### src/hdl/sem_pkg.sv
// Shared types and constants for the Sobel edge magnitude block.
package sem_pkg;

  localparam int PixW  = 8;
  localparam int PosW  = 12;
  localparam int CfgW  = 13;
  localparam int SumW  = 17;
  localparam int RootW = 9;

  localparam logic [0:0] RegImageWidth  = 1'b0;
  localparam logic [0:0] RegImageHeight = 1'b1;

  typedef struct packed {
    logic [7:0] pixel;
    logic       frame_start;
  } in_item_t;

  typedef struct packed {
    logic [7:0]  magnitude;
    logic [11:0] row;
    logic [11:0] column;
    logic        last;
  } out_item_t;

  // Side information that rides along the root chain with each sum.
  typedef struct packed {
    logic        valid;
    logic        clip;
    logic [11:0] row;
    logic [11:0] column;
    logic        last;
  } tag_t;

endpackage

### src/hdl/sem_root_cell.sv
// One cell of the square root chain: settles one result bit per cycle.
module sem_root_cell #(
  parameter int Step = 8
) (
  input  logic                         clk,
  input  logic                         rst,
  input  logic [sem_pkg::SumW-1:0]     rem_in,
  input  logic [sem_pkg::RootW-1:0]    root_in,
  input  sem_pkg::tag_t                tag_in,
  output logic [sem_pkg::SumW-1:0]     rem_out,
  output logic [sem_pkg::RootW-1:0]    root_out,
  output sem_pkg::tag_t                tag_out
);

  // Trial value (2*root + 2^Step) << Step against the remainder, where root
  // holds the bits above Step at their true weight.
  logic [sem_pkg::SumW+1:0] trial;
  logic [sem_pkg::RootW-1:0] root_try;

  always_comb begin
    root_try = root_in | (sem_pkg::RootW'(1) << Step);
    trial = (sem_pkg::SumW+2)'({root_in, 1'b0} | ((sem_pkg::RootW+1)'(1) << Step)) << Step;
  end

  always_ff @(posedge clk) begin
    if (rst) begin
      tag_out.valid <= 1'b0;
    end else begin
      tag_out.valid <= tag_in.valid;
    end
    tag_out.clip   <= tag_in.clip;
    tag_out.row    <= tag_in.row;
    tag_out.column <= tag_in.column;
    tag_out.last   <= tag_in.last;
    if ({2'b00, rem_in} >= trial) begin
      rem_out  <= rem_in - sem_pkg::SumW'(trial);
      root_out <= root_try;
    end else begin
      rem_out  <= rem_in;
      root_out <= root_in;
    end
  end

endmodule

### config.mk
export PLATFORM = sky130hd
export DESIGN_NAME = sem_root_cell
export DESIGN_NICKNAME = d
export VERILOG_FILES = /design/src/hdl/sem_pkg.sv /design/src/hdl/sem_root_cell.sv
export SDC_FILE = /design/constraint.sdc
export NUM_CORES = 1
export LEC_CHECK = 0
export BUFFER_PORTS_ARGS = -buffer_cell sky130_fd_sc_hd__buf_2
export CAP_MARGIN = 25
export CORE_ASPECT_RATIO = 0.75
export CORE_MARGIN = 2
export CORE_UTILIZATION = 30
export DETAILED_ROUTE_END_ITERATION = 10
export SYNTH_ARGS = -nofsm -noshare
export SYNTH_HDL_FRONTEND = slang
export SYNTH_SLANG_ARGS = --single-unit
### constraint.sdc
create_clock -name clk -period 3.36 [get_ports clk]
set_input_delay 0.672 -clock clk [delete_from_list [all_inputs] [get_ports clk]]
set_output_delay 0.672 -clock clk [all_outputs]
set_load 0.02 [all_outputs]
==> run_results.csv, run 1 <==
group,metric,value,unit
clock_tree,cts_root_buf,"clkbuf_8",
die,coreArea,0.00490,mm^2
place,place.gp.congestion,0.725,
yosys,yosysWarnings,0,
clock_tree,cts_setup_buffers,0,
setup_path,crit_path_start_kind,"input port",
setup_path,cp_cell_sequence,"buf_2 > inv_1 > ha_1 > or4b_1 > o41ai_2 > o31a_2 > mux2_1",
die,rows,22,
final_layout,drive_above_1_share,51.3,%
timing,final_max_slew_viol_count,0,
global_routing,track_usage,11.6,%
setup_path,cp_max_fo,8,
clock_tree,post_cts_resized,0,
power,leakagePower,1.13,nW
power,power_density,571,mW/mm^2
setup_path,endpoint_kind,"flip-flop",
yosys,postSynthAreaPerCell,13.2,um^2
clock_tree,cts_tree,"done",
yosys,async_reset_ff_share,0,%
setup_path,cp_slowest_cell,"or4b_1",
route,first_pass_iters,4,
global_routing,grt_max_degree,17,
timing,setup_viol,0,
clock_tree,clk_path_buf_depth,2,
timing,final.setup.tns,0,ns
die,pin_count,108,
route,vias_per_cell,4.17,
yosys,yosys.area.top_type,"dfxtp_1",
route,drc,0,
place,dp_slack,0.595,ns
final_layout,final-seq-area,0.00106,mm^2
die,dieArea,0.00570,mm^2
clock_tree,cts-htree-levels,2,
clock_tree,cts.sinks,53,
die,dieHeight,65.9,um
setup_path,cp_num_buf_inv,2,
timing,finalWorstSetupSlack,0.918,ns
final_layout,multi_input_area,427,um^2
yosys,ys_seq_area_share,69.2,%
timing,hold_viol_final,0,
yosys,synth_flop_cell,"dfxtp_1",
timing,fin_crit_sh,72.7,%
die,start_util,31.3,%
yosys,synth_nets,179,
timing,fin_crit,2.44,ns
die,die_w,86.5,um
yosys,synth_common_cells,"dfxtp_1 (53), inv_1 (9), a21oi_1 (8)",
global_routing,grt_remaining_overflow,0,
global_routing,grt_pass1_wl,4910,um
yosys,synth_edf_count,0,
yosys,synthTopCellsByArea,"dfxtp_1 (69%), ha_1 (5.7%), a21oi_1 (2.6%)",
min_path,min_path_type,"input port to flip-flop",
final_layout,fin_nets,292,
place,dpl.hpwl,2770,um
final_layout,syn2layout_area_growth,46.4,%
yosys,synthDistinctLibCells,28,
outcome,status,"finished, final reports clean",
setup_path,crit_arrival,2.63,ns
setup_path,criticalPathCategory,"input port to flip-flop",
power,irDropWorstVdd,0.205,mV
yosys,synth_top_area_share,69.2,%
route,routedWlPerCell,11.8,um
route,ant_nets,0,
yosys,syn_inst,116,
timing,max_freq,0.410,GHz
clock_tree,numCtsBuffers,5,
final_layout,n_fill_cell,470,
yosys,synth_most_common_cell,"dfxtp_1",
timing,rsz0062_at_grt,"no",
yosys,ys_seq_elements,53,
final_layout,antenna_cells,0,
route,routed_wl,3420,um
run,cap_viol_max_count,0,
place,numPortBuffers,107,
final_layout,layout.cells.non_filler,290,
setup_path,critPathRequiredTime,3.55,ns
route,drtIter0Drc,34,
yosys,syn_area,0.00153,mm^2
place,dp_cells,282,
clock_tree,clk_pin_slew_worst_paths,0.09,ns
timing,tightest_slew,0.446,ns
global_routing,first_global_vias,1075,
setup_path,crit_path_max_incr_delay,0.46,ns
timing,relSlewSlack,70.0,%
setup_path,cp_top_family,"compound AO/OA/AOI/OAI gates",
global_routing,antenna_found_initial,0,
clock_tree,hold_buffers,0,
route,vias,1210,
[layer usage]
metal,GRT usage (%),vias up,routed length (um)
met2,17.8,67,1440
met3,4.74,4,375
li1,-,619,-
met1,13.7,520,1540
met5,0,-,0
met4,7.03,0,64
[state kept, by name, summed over array words and instances, names as in the netlist]
register  count
tag_out      27
root_out      9
rem_out      17
[placed cells by master, fill, tap and decap left out, types with 2 or more instances in the layout]
cell type and count:
mux2_1 3, o21bai_1 2, o21ai_0 4, clkbuf_8 5, o31a_1 2, dfxtp_1 53, nor2b_1 4, o21a_1 2
xnor2_1 2, buf_2 107, a21oi_1 8, inv_1 9, or2_2 2, mux2i_1 2, nand2_1 2, ha_1 7
[final cells by class]
cell class                 instances  area share (%)
clock inverter                     2            1.73
inverter                           9            1.51
timing repair buffer             107            23.9
sequential                        53            47.3
clock buffer                       6            3.23
tap                               60            3.35
multi-input combinational         53            19.0
[path summary, 6_finish.rpt]
path | startpoint | to | cells past startpoint | slack, ns
setup / recovery | rem_in[9] | rem_out[13]$_DFF_P_ | 7 | 0.92
hold / removal | tag_in[22] | tag_out[22]$_DFF_P_ | 1 | 0.47
[cells by family after synthesis]
family / after synthesis / share of synthesized area [%]
fa+ha+maj: 8 / 7.02
xor+xnor: 2 / 1.14
compound gates: 23 / 10.3
flops: 53 / 69.2
buf+inv: 10 / 2.94
simple gates: 15 / 5.88
mux: 5 / 3.51
[per-stage QoR]
step           power, mW  hold slack [ns]  util, %  instance area [um^2]
3_5_place_dp       0.876            0.776     43.5                  2130
5_1_grt             1.35            0.441     45.8                  2240
3_3_place_gp       0.875            0.775     43.5                  2130
4_1_cts             1.30            0.450     45.8                  2240
2_1_floorplan      0.795            0.700        -                  1530
6_report            1.28            0.471     45.8                  2240
[report_power, final]
| part | internal, mW | leakage (nW) | switching (mW) | total, mW |
|---|---|---|---|---|
| combinational | 0.0783 | 0.631 | 0.108 | 0.186 |
| sequential | 0.666 | 0.447 | 0.00783 | 0.673 |
| clock | 0.224 | 0.0554 | 0.199 | 0.423 |
| total | 0.968 | 1.13 | 0.314 | 1.28 |
(Power assumes the default switching activity.)
==> run 2: changes to the inputs <==
clock period = 2.5 ns   (was 3.36 ns; I/O delays follow)
==> run 2 against run 1 <==
  * Total power up 28%
  * Critical endpoint is now rem_out[11]$_DFF_P_
  * Via count up 2.5%
  * Count of clock-buffer cells in the layout down 1
==> run_results.csv, run 2 (synthesized netlist as in run 1, its figures left out) <==
group,metric,value,unit
global_routing,antenna_found_initial,0,
die,die_w,86.5,um
setup_path,endpoint_kind,"flip-flop",
route,drc,0,
setup_path,crit_arrival,2.45,ns
clock_tree,cts_root_buf,"clkbuf_8",
final_layout,syn2layout_area_growth,46.9,%
final_layout,top_regs,"tag_out (27), rem_out (17), root_out (9)",
timing,relSlewSlack,75.1,%
setup_path,critPathRequiredTime,2.69,ns
timing,final.setup.tns,0,ns
timing,rsz0062_at_grt,"no",
final_layout,drive_above_1_share,52.6,%
setup_path,cp_max_fo,7,
die,start_util,31.3,%
clock_tree,cts.sinks,53,
place,dpl.hpwl,2850,um
route,vias,1240,
run,cap_viol_max_count,0,
route,wl_met1,1570,um
route,routed_wl,3420,um
route,vias_per_cell,4.22,
timing,tightest_slew,0.374,ns
final_layout,largest_register_ffs,27,
die,rows,22,
final_layout,n_fill_cell,483,
timing,fin_crit,2.25,ns
final_layout,top_register,"tag_out",
global_routing,grt_max_degree,18,
final_layout,final_common_cell,"buf_2",
clock_tree,cts-htree-levels,2,
timing,max_freq,0.444,GHz
clock_tree,clk_path_buf_depth,2,
route,first_pass_iters,4,
power,leakagePower,1.14,nW
global_routing,grt_pass1_wl,5050,um
timing,final_max_slew_viol_count,0,
route,drtIter0Drc,33,
route,dr_wl_met3,333,um
timing,fin_crit_sh,90.2,%
clock_tree,hold_buffers,0,
power,power,1.64,mW
final_layout,final_cell_mix,"buf_2 (107), dfxtp_1 (53), inv_1 (9), a21oi_1 (8), ha_1 (7)",
global_routing,track_usage,11.7,%
power,power_density,728,mW/mm^2
setup_path,crit_path_start_kind,"input port",
die,coreArea,0.00490,mm^2
clock_tree,post_cts_resized,0,
global_routing,grt_remaining_overflow,0,
place,numPortBuffers,107,
route,routedWlPerCell,11.6,um
final_layout,final-seq-area,0.00106,mm^2
power,irDropWorstVdd,0.232,mV
route,routed.top_layer,"met4",
timing,hold_viol_final,0,
route,wl_met2,1480,um
clock_tree,cts_tree,"done",
final_layout,multi_input_area,427,um^2
place,place.gp.congestion,0.760,
clock_tree,cts_setup_buffers,0,
global_routing,first_global_vias,1096,
route,ant_nets,0,
clock_tree,clk_pin_slew_worst_paths,0.10,ns
min_path,min_path_type,"input port to flip-flop",
clock_tree,numCtsBuffers,5,
die,dieHeight,65.9,um
timing,hold_slack,0.299,ns
setup_path,criticalPathCategory,"input port to flip-flop",
final_layout,fin_nets,296,
die,dieArea,0.00570,mm^2
timing,setup_viol,0,
die,pin_count,108,
outcome,status,"finished, final reports clean",
final_layout,antenna_cells,0,
==> run 2: cell count changes in the layout (fill, tap and decap cells not counted) <==
cell / change
inv_6: +1
clkinvlp_4: +1
clkinv_2: +1
buf_4: +4
clkinv_4: -1
bufinv_16: -1
clkbuf_1: -1
==> run 2: where the power goes <==
part | switching (mW) | internal, mW
Combinational | 0.146 | 0.111
Sequential | 0.0110 | 0.895
Clock | 0.278 | 0.199
Total | 0.435 | 1.20
==> run 2: final timing paths <==
check,start,to,slack [ns],cells past startpoint
max,rem_in[9],rem_out[11]$_DFF_P_,0.25,7
min,tag_in[20],tag_out[20]$_DFF_P_,0.30,1
==> run 2: final cells by class <==
| cell class | instances | share of cell area (%) |
|---|---|---|
| flip-flops and latches | 53 | 47.1 |
| multi-input cells | 53 | 18.9 |
| repair buffers | 111 | 25.1 |
| clock inverters | 3 | 0.944 |
| clock buffers | 5 | 3.06 |
| inverters | 9 | 1.50 |
| well taps | 60 | 3.33 |
==> run 2: critical path, cell delays in order <==
cell and delay (ns):
buf_2 0.08, inv_1 0.04, ha_1 0.29, or4b_1 0.49, o41ai_2 0.41, o31a_2 0.30, mux2_1 0.34
==> run 2: metrics by stage <==
| step | area (um^2) | util, % | worst slack [ns] | cells |
|---|---|---|---|---|
| after floorplan | 1530 | - | 0.143 | 116 |
| after CTS | 2250 | 46.0 | 0.231 | 294 |
| after global placement | 2160 | 44.1 | -0.00726 | 286 |
| after detailed placement | 2160 | 44.1 | -0.0986 | 286 |
| final | 2250 | 46.0 | 0.245 | 294 |
| after global routing | 2250 | 46.0 | 0.168 | 294 |
==> run 2: per-layer routing <==
layer  vias up  GRT usage [%]
li1        625              -
met1       547           14.9
met2        66           17.7
met3         2           4.24
met4         0           5.27
met5         -              0
